File: src/hw/rtl/circle_rasterizer_with_fill_assert.svh
// Assertion macros shared by the rasterizer RTL.
// No dependencies; include by bare file name inside a module body.
`ifndef CIRCLE_RASTERIZER_WITH_FILL_ASSERT_SVH
`define CIRCLE_RASTERIZER_WITH_FILL_ASSERT_SVH

// Same-cycle implication, checked out of reset.
`define CRF_ASSERT_NOW(label, clk, rst, ante, cons, msg) \
  label: assert property (@(posedge clk) disable iff (rst) (ante) |-> (cons)) \
    else $error(msg);

// Next-cycle implication, checked out of reset.
`define CRF_ASSERT_NEXT(label, clk, rst, ante, cons, msg) \
  label: assert property (@(posedge clk) disable iff (rst) (ante) |=> (cons)) \
    else $error(msg);

`endif

File: src/hw/rtl/crf_pkg.sv
// Shared constants and types for the circle rasterizer.
// No dependencies.
`default_nettype none

package crf_pkg;

  localparam int COORD_BITS_DEF = 10;
  localparam int RADIUS_BITS_DEF = 9;
  localparam int OUT_BITS = 12;
  localparam int COLOR_BITS = 16;
  localparam int PIX_PER_POINT = 8;
  localparam int IDX_BITS = $clog2(PIX_PER_POINT);

  typedef enum logic {
    OP_START   = 1'b0,
    OP_ADVANCE = 1'b1
  } op_t;

endpackage

`default_nettype wire

File: src/hw/rtl/circle_rasterizer_with_fill.sv
// Circle rasterizer top level: Andres stepping, optional concentric fill.
// Depends on crf_pkg and circle_rasterizer_with_fill_assert.svh.
//
// Usage:
//  - Item channel (item_valid / item_stall): op = start loads center, radius,
//    color and fill mode and emits nothing; op = advance emits the eight
//    symmetric pixels of the current octant point and steps the decision term.
//  - Pixel channel (pixel_valid / pixel_stall): one pixel per transfer,
//    last_of_point on the eighth, figure_done on the last pixel of a figure.
//  - Latency: first pixel of an advance is valid the cycle after its transfer.
//  - Pacing: set by the single pixel output port, one pixel per transfer;
//    the next advance is taken in the same cycle the eighth pixel leaves.
//    Starts and advances while idle are taken at one per cycle when no
//    pixels are pending.
//  - Receiver stall holds the current pixel and, through item_stall, holds
//    off new items until the pending point has fully drained.
//  - Reset (rst, synchronous) clears all state but the held output point;
//    the rasterizer is idle and advances are ignored until a start arrives.
`default_nettype none

module circle_rasterizer_with_fill
  import crf_pkg::*;
#(
  parameter int COORD_BITS = COORD_BITS_DEF,
  parameter int RADIUS_BITS = RADIUS_BITS_DEF
) (
  input  wire logic                          clk,
  input  wire logic                          rst,
  input  wire logic                          item_valid,
  output logic                               item_stall,
  input  wire logic                          op,
  input  wire logic [COORD_BITS-1:0]         center_x,
  input  wire logic [COORD_BITS-1:0]         center_y,
  input  wire logic [RADIUS_BITS-1:0]        radius,
  input  wire logic [COLOR_BITS-1:0]         pixel_color,
  input  wire logic                          filled,
  output logic                               pixel_valid,
  input  wire logic                          pixel_stall,
  output logic signed [OUT_BITS-1:0]         pixel_x,
  output logic signed [OUT_BITS-1:0]         pixel_y,
  output logic [COLOR_BITS-1:0]              color_out,
  output logic                               last_of_point,
  output logic                               figure_done
);

  localparam int DEC_BITS = RADIUS_BITS + 3;
  localparam int CALC_BITS = DEC_BITS + 2;
  localparam int STEP_BITS = RADIUS_BITS + 2;
  localparam int SUM_BITS = ((COORD_BITS > RADIUS_BITS) ? COORD_BITS : RADIUS_BITS) + 2;
  localparam logic [IDX_BITS-1:0] LAST_IDX = IDX_BITS'(PIX_PER_POINT - 1);
  localparam logic signed [CALC_BITS-1:0] CALC_ONE = CALC_BITS'(1);
  localparam logic signed [STEP_BITS-1:0] STEP_ONE = STEP_BITS'(1);
  localparam logic signed [DEC_BITS-1:0] DEC_ONE = DEC_BITS'(1);
  localparam logic [RADIUS_BITS-1:0] RAD_ONE = RADIUS_BITS'(1);

  // rasterizer state
  logic [COORD_BITS-1:0]        ctr_x, ctr_y;
  logic [RADIUS_BITS-1:0]       radius_now, step_x, step_y;
  logic signed [DEC_BITS-1:0]   decision;
  logic                         fill_mode;
  logic [COLOR_BITS-1:0]        held_color;
  logic                         busy;

  // pending point, drained one pixel per transfer
  logic                         pend;
  logic [IDX_BITS-1:0]          idx;
  logic [COORD_BITS-1:0]        o_cx, o_cy;
  logic [RADIUS_BITS-1:0]       o_x, o_y;
  logic [COLOR_BITS-1:0]        o_color;
  logic                         o_done;

  logic accept, capture, xfer, last_xfer;
  logic signed [CALC_BITS-1:0] d_w, x_w, y_w, r_w, nd_w;
  logic signed [STEP_BITS-1:0] xs_w, ys_w, nx_w, ny_w;
  logic circle_end, shrink;
  logic [RADIUS_BITS-1:0] radius_dec;

  function automatic logic signed [DEC_BITS-1:0] dec_init(input logic [RADIUS_BITS-1:0] r);
    dec_init = signed'(DEC_BITS'(r)) - DEC_ONE;
  endfunction

  assign xfer      = pixel_valid && !pixel_stall;
  assign last_xfer = xfer && (idx == LAST_IDX);
  assign item_stall = pend && !last_xfer;
  assign accept    = item_valid && !item_stall;
  assign capture   = accept && (op == OP_ADVANCE) && busy;

  // Andres step
  always_comb begin
    d_w  = CALC_BITS'(decision);
    x_w  = signed'(CALC_BITS'(step_x));
    y_w  = signed'(CALC_BITS'(step_y));
    r_w  = signed'(CALC_BITS'(radius_now));
    xs_w = signed'(STEP_BITS'(step_x));
    ys_w = signed'(STEP_BITS'(step_y));
    if (d_w >= (x_w <<< 1)) begin
      nd_w = d_w - (x_w <<< 1) - CALC_ONE;
      nx_w = xs_w + STEP_ONE;
      ny_w = ys_w;
    end else if (d_w < ((r_w - y_w) <<< 1)) begin
      nd_w = d_w + (y_w <<< 1) - CALC_ONE;
      nx_w = xs_w;
      ny_w = ys_w - STEP_ONE;
    end else begin
      nd_w = d_w + ((y_w - x_w - CALC_ONE) <<< 1);
      nx_w = xs_w + STEP_ONE;
      ny_w = ys_w - STEP_ONE;
    end
  end

  assign circle_end = ny_w < nx_w;
  assign shrink     = fill_mode && (radius_now != '0);
  assign radius_dec = radius_now - RAD_ONE;

  always_ff @(posedge clk) begin
    if (rst) begin
      ctr_x      <= '0;
      ctr_y      <= '0;
      radius_now <= '0;
      step_x     <= '0;
      step_y     <= '0;
      decision   <= '0;
      fill_mode  <= 1'b0;
      held_color <= '0;
      busy       <= 1'b0;
      pend       <= 1'b0;
      idx        <= '0;
    end else begin
      if (accept && (op == OP_START)) begin
        ctr_x      <= center_x;
        ctr_y      <= center_y;
        radius_now <= radius;
        held_color <= pixel_color;
        fill_mode  <= filled;
        step_x     <= '0;
        step_y     <= radius;
        decision   <= dec_init(radius);
        busy       <= 1'b1;
      end else if (capture) begin
        if (circle_end) begin
          if (shrink) begin
            // next concentric ring
            radius_now <= radius_dec;
            step_x     <= '0;
            step_y     <= radius_dec;
            decision   <= dec_init(radius_dec);
          end else begin
            busy <= 1'b0;
          end
        end else begin
          step_x   <= nx_w[RADIUS_BITS-1:0];
          step_y   <= ny_w[RADIUS_BITS-1:0];
          decision <= nd_w[DEC_BITS-1:0];
        end
      end

      if (capture) begin
        pend <= 1'b1;
        idx  <= '0;
      end else if (xfer) begin
        idx <= idx + IDX_BITS'(1);
        if (idx == LAST_IDX) begin
          pend <= 1'b0;
        end
      end
    end
  end

  always_ff @(posedge clk) begin
    if (capture) begin
      o_cx    <= ctr_x;
      o_cy    <= ctr_y;
      o_x     <= step_x;
      o_y     <= step_y;
      o_color <= held_color;
      o_done  <= circle_end && !shrink;
    end
  end

  // Pixel order: idx[2] swaps x/y, idx[1] negates column offset,
  // idx[0] negates row offset.
  logic signed [SUM_BITS-1:0] cx_s, cy_s, a_s, b_s, px_s, py_s;

  always_comb begin
    cx_s = signed'(SUM_BITS'(o_cx));
    cy_s = signed'(SUM_BITS'(o_cy));
    a_s  = idx[2] ? signed'(SUM_BITS'(o_y)) : signed'(SUM_BITS'(o_x));
    b_s  = idx[2] ? signed'(SUM_BITS'(o_x)) : signed'(SUM_BITS'(o_y));
    px_s = idx[1] ? (cx_s - a_s) : (cx_s + a_s);
    py_s = idx[0] ? (cy_s - b_s) : (cy_s + b_s);
  end

  assign pixel_valid   = pend;
  assign pixel_x       = OUT_BITS'(px_s);
  assign pixel_y       = OUT_BITS'(py_s);
  assign color_out     = o_color;
  assign last_of_point = (idx == LAST_IDX);
  assign figure_done   = o_done && last_of_point;

  `include "circle_rasterizer_with_fill_assert.svh"

  `CRF_ASSERT_NOW(a_no_overrun, clk, rst, capture && pend, last_xfer, "advance overran pending point")
  `CRF_ASSERT_NOW(a_done_on_last, clk, rst, pixel_valid && figure_done, last_of_point, "figure_done off last pixel")
  `CRF_ASSERT_NEXT(a_drain, clk, rst, last_xfer && !capture, !pixel_valid, "pixel valid after drain")
  `CRF_ASSERT_NOW(a_octant, clk, rst, busy, step_y >= step_x, "step left the octant")
  `CRF_ASSERT_NEXT(a_idle_start, clk, rst, capture, pixel_valid && (idx == '0), "point not loaded")

endmodule

`default_nettype wire
File: config.mk
export PLATFORM = sky130hd
export DESIGN_NAME = circle_rasterizer_with_fill
export DESIGN_NICKNAME = d
export VERILOG_FILES = /design/src/hw/rtl/crf_pkg.sv /design/src/hw/rtl/circle_rasterizer_with_fill.sv
export VERILOG_INCLUDE_DIRS = /design/src /design/src/hw/rtl
export SDC_FILE = /design/constraint.sdc
export NUM_CORES = 1
export LEC_CHECK = 0
export ABC_AREA = 1
export BUFFER_PORTS_ARGS = -buffer_cell sky130_fd_sc_hd__buf_2
export CAP_MARGIN = 25
export CORE_MARGIN = 1
export CORE_UTILIZATION = 45
export CTS_BUF_LIST = sky130_fd_sc_hd__clkbuf_4 sky130_fd_sc_hd__clkbuf_8
export CTS_CLUSTER_SIZE = 25
export DETAILED_ROUTE_END_ITERATION = 10
export GPL_TIMING_DRIVEN = 1
export RECOVER_POWER = 25
export SETUP_SLACK_MARGIN = 0.05
export SYNTH_ARGS = -nofsm -noshare
export SYNTH_HDL_FRONTEND = slang
export SYNTH_SLANG_ARGS = --single-unit
File: constraint.sdc
create_clock -name clk -period 6.08 [get_ports clk]
set_clock_uncertainty 0.15 [all_clocks]
set_input_delay 0.304 -clock clk [delete_from_list [all_inputs] [get_ports clk]]
set_output_delay 0.304 -clock clk [all_outputs]
set_load 0.05 [all_outputs]
==> results by group <==
Run status
  • Status: finished clean

Drt
  • DRC viols: 0
  • Total wire length: 31700 µm
  • WL per Instance: 15.8 µm
  • ANT nets after route: 0
  • Iteration-0 DRC Markers: 591
  • Drt first pass iters: 5
  • Routed vias/inst: 5.17
  • Via count: 10300

Placed design
  • Final Wtd Congestion: 0.923
  • Dpl hpwl: 24100 µm
  • Placed Cells incl. Taps: 1920
  • Port buffer count: 94

Worst setup path
  • Worst r2r path cells: 35
  • R2R Setup Slk: 0.46 ns
  • Crit-path most repeated cell: nand2_1
  • Max stage delay on crit path: 0.39 ns
  • Delay-heaviest family, CP: simple AND/OR/NAND/NOR gates
  • CP arrival: 5.85 ns
  • Slowest CP cell: dfxtp_4
  • Critical path peak fanout: 7
  • Worst setup SP type: flip-flop
  • Reg-to-reg critical path endpoint: step_y[8]
  • Buf+Inv Stages, Crit Path: 6
  • RR Startpoint: radius_now[0]
  • Worst Setup Path Type: flip-flop to flip-flop
  • Worst Path Required: 6.31 ns
  • CP Depth: 35
  • CP Capture Type: flip-flop

Layout
  • Non-filler cells, final: 1999
  • Area of the multi-input gates: 6740 µm²
  • Layout area overhead: 17.0%
  • Reg area: 3280 µm²
  • Share of cells above drive strength 1: 11.7%
  • Fill cells: 2355
  • Antenna diodes: 0
  • Nets: 1848

Flow run
  • Max-Cap Viols: 0

Die
  • Initial core utilization: 46.2%
  • Core area: 23600 µm²
  • Core Rows: 56
  • Die Ht: 158 µm
  • I/O pin count: 95
  • Die ar.: 24900 µm²
  • Die Wd: 158 µm

Logic synthesis
  • Synth Instances: 1517
  • Share of Yosys cell area claimed by the top area cell type: 15.1%
  • Commonest cells post-synth: 298 x nand2_1, 229 x inv_1, 184 x nor2_1
  • Yosys reg bits: 136
  • Top FF cell, synth: dfxtp_1
  • Mapped Area: 10900 µm²
  • Synth area leader: edfxtp_1
  • Post-synth EDFFs: 55
  • Count leader, synth: nand2_1
  • Synth area leaders: edfxtp_1 15%, dfxtp_1 15%, ha_1 14%
  • Synth Warn #: 0
  • Syn_nets: 1698
  • Synth unique cells: 49
  • Syn Area/Cell: 7.19 µm²
  • Ys async rst share: 0%
  • Register area share after synthesis: 30.0%

Timing
  • RSZ-0062 raised after global routing: false
  • Final Hold Fails: 0
  • Fin Setup TNS: 0 ns
  • Least-Margin Pin Slew: 0.768 ns
  • Max frequency: 0.178 GHz
  • Max transition margin: 48.2%
  • Final Setup Violations: 0
  • Fin. max-slew vios: 0
  • Final clock period utilization by the worst path: 92.4%
  • Final Critical Period: 5.62 ns

Min path
  • Worst hold path type: primary input to flip-flop
  • Worst hold start: pixel_stall
  • Hold Path Stages: 4
  • Hold endpoint: idx[2]

Global routing
  • Vias in the first global route: 9834
  • Total gr overflow: 0
  • Largest net degree at the start of global routing: 54
  • First-pass GRT wire length: 49400 µm
  • Initial antenna violation count: 0
  • GRT Overall Usage: 26.0%

Clocking
  • TritonCTS Buffers: 17
  • Clock Path Buffers: 2
  • H-Tree Depth: 4
  • Root buf cell: clkbuf_8
  • Clock transition at path regs: 0.10 ns
  • CTS tree: yes
  • Sinks on Clock Net: 136
  • Clock Latency Late Sink: 0.46 ns
-- timing repair --
item | 4_1_cts | 5_1_grt
hold endpoints to repair | 37 | 0
hold buffers | 37 | 0
setup endpoints to repair | 0 | 40
resized for setup | 0 | 31
buffers inserted | 0 | 8
-- routing by layer --
metal	vias up	track usage, %	part of all wire [%]
li1	5251	-	-
met2	252	44.9	47
met5	-	0	0
met4	0	11.3	3.4
met1	4755	32.1	45
met3	68	3.64	4.3
-- cells in the final DEF (no fill, tap or decap), types with 7 or more instances in the layout --
master / n
o21ai_0: 104
edfxtp_1: 55
buf_4: 20
o21ai_1: 12
xor2_1: 54
nand3_1: 78
clkbuf_1: 12
ha_1: 120
dfxtp_1: 79
inv_6: 9
fa_1: 9
clkbuf_8: 17
nor2_1: 180
nand4_1: 12
a31oi_1: 7
nand2_1: 297
o31ai_1: 10
a21oi_1: 105
inv_2: 7
inv_1: 225
nor3_1: 15
o21bai_1: 18
xnor2_1: 19
dlygate4sd3_1: 37
buf_2: 91
-- tightest hold or removal path, stage by stage --
cell,delay [ns]
buf_2,0.09
inv_1,0.07
nand3_1,0.07
a21oi_1,0.06
-- stage by stage --
step | hold WS, ns | utilization (%) | area, µm² | worst slack [ns]
6_report | 0.0374 | 54.1 | 12800 | 0.460
5_1_grt | 0.0402 | 54.1 | 12800 | 0.0299
3_3_place_gp | 0.255 | 50.1 | 11800 | 0.234
4_1_cts | 0.00415 | 53.3 | 12600 | 0.104
2_1_floorplan | 0.253 | - | 10900 | 0.558
3_5_place_dp | 0.262 | 50.1 | 11800 | 0.134
-- cell families (layout without fill, tap and decap cells) --
kind of cell	after synthesis	after routing	synth area share [%]
mux	4	4	0.378
compound gates	286	286	14.6
buf+inv	269	430	9.48
fa+ha+maj	130	130	15.5
xor+xnor	73	73	5.86
flops	136	136	30.0
simple gates	619	621	24.2
-- cell type report --
cell class	count	share of cell area [%]
inverter	234	6.90
clock inverter	15	1.19
sequential	136	25.7
tap	319	3.13
multi-input combinational	1114	52.8
timing repair buffer	164	8.52
clock buffer	17	1.83
-- how the worst max path moves through the flow --
stage                             start          end  slack [ns]
after detailed placement  radius_now[0]  decision[9]        0.13
after CTS                 radius_now[0]  decision[5]        0.10
after global placement    radius_now[0]  decision[5]        0.23
final                     radius_now[0]    step_y[8]        0.46
after global routing      radius_now[0]    step_y[4]        0.03
after floorplan           radius_now[0]  decision[6]        0.56
-- registers in the layout (all words and copies together), names as in the netlist, 3 cells and up --
| name | cells |
|---|---|
| o_y | 9 |
| idx | 3 |
| step_y | 9 |
| o_cy | 10 |
| held_color | 16 |
| radius_now | 9 |
| step_x | 9 |
| decision | 12 |
| ctr_x | 10 |
| color_out | 16 |
| ctr_y | 10 |
| o_cx | 10 |
| o_x | 9 |
Power is left out: the tool's default activity adds up to more than one toggle a clock period on the data nets, which glitch-free logic cannot reach.
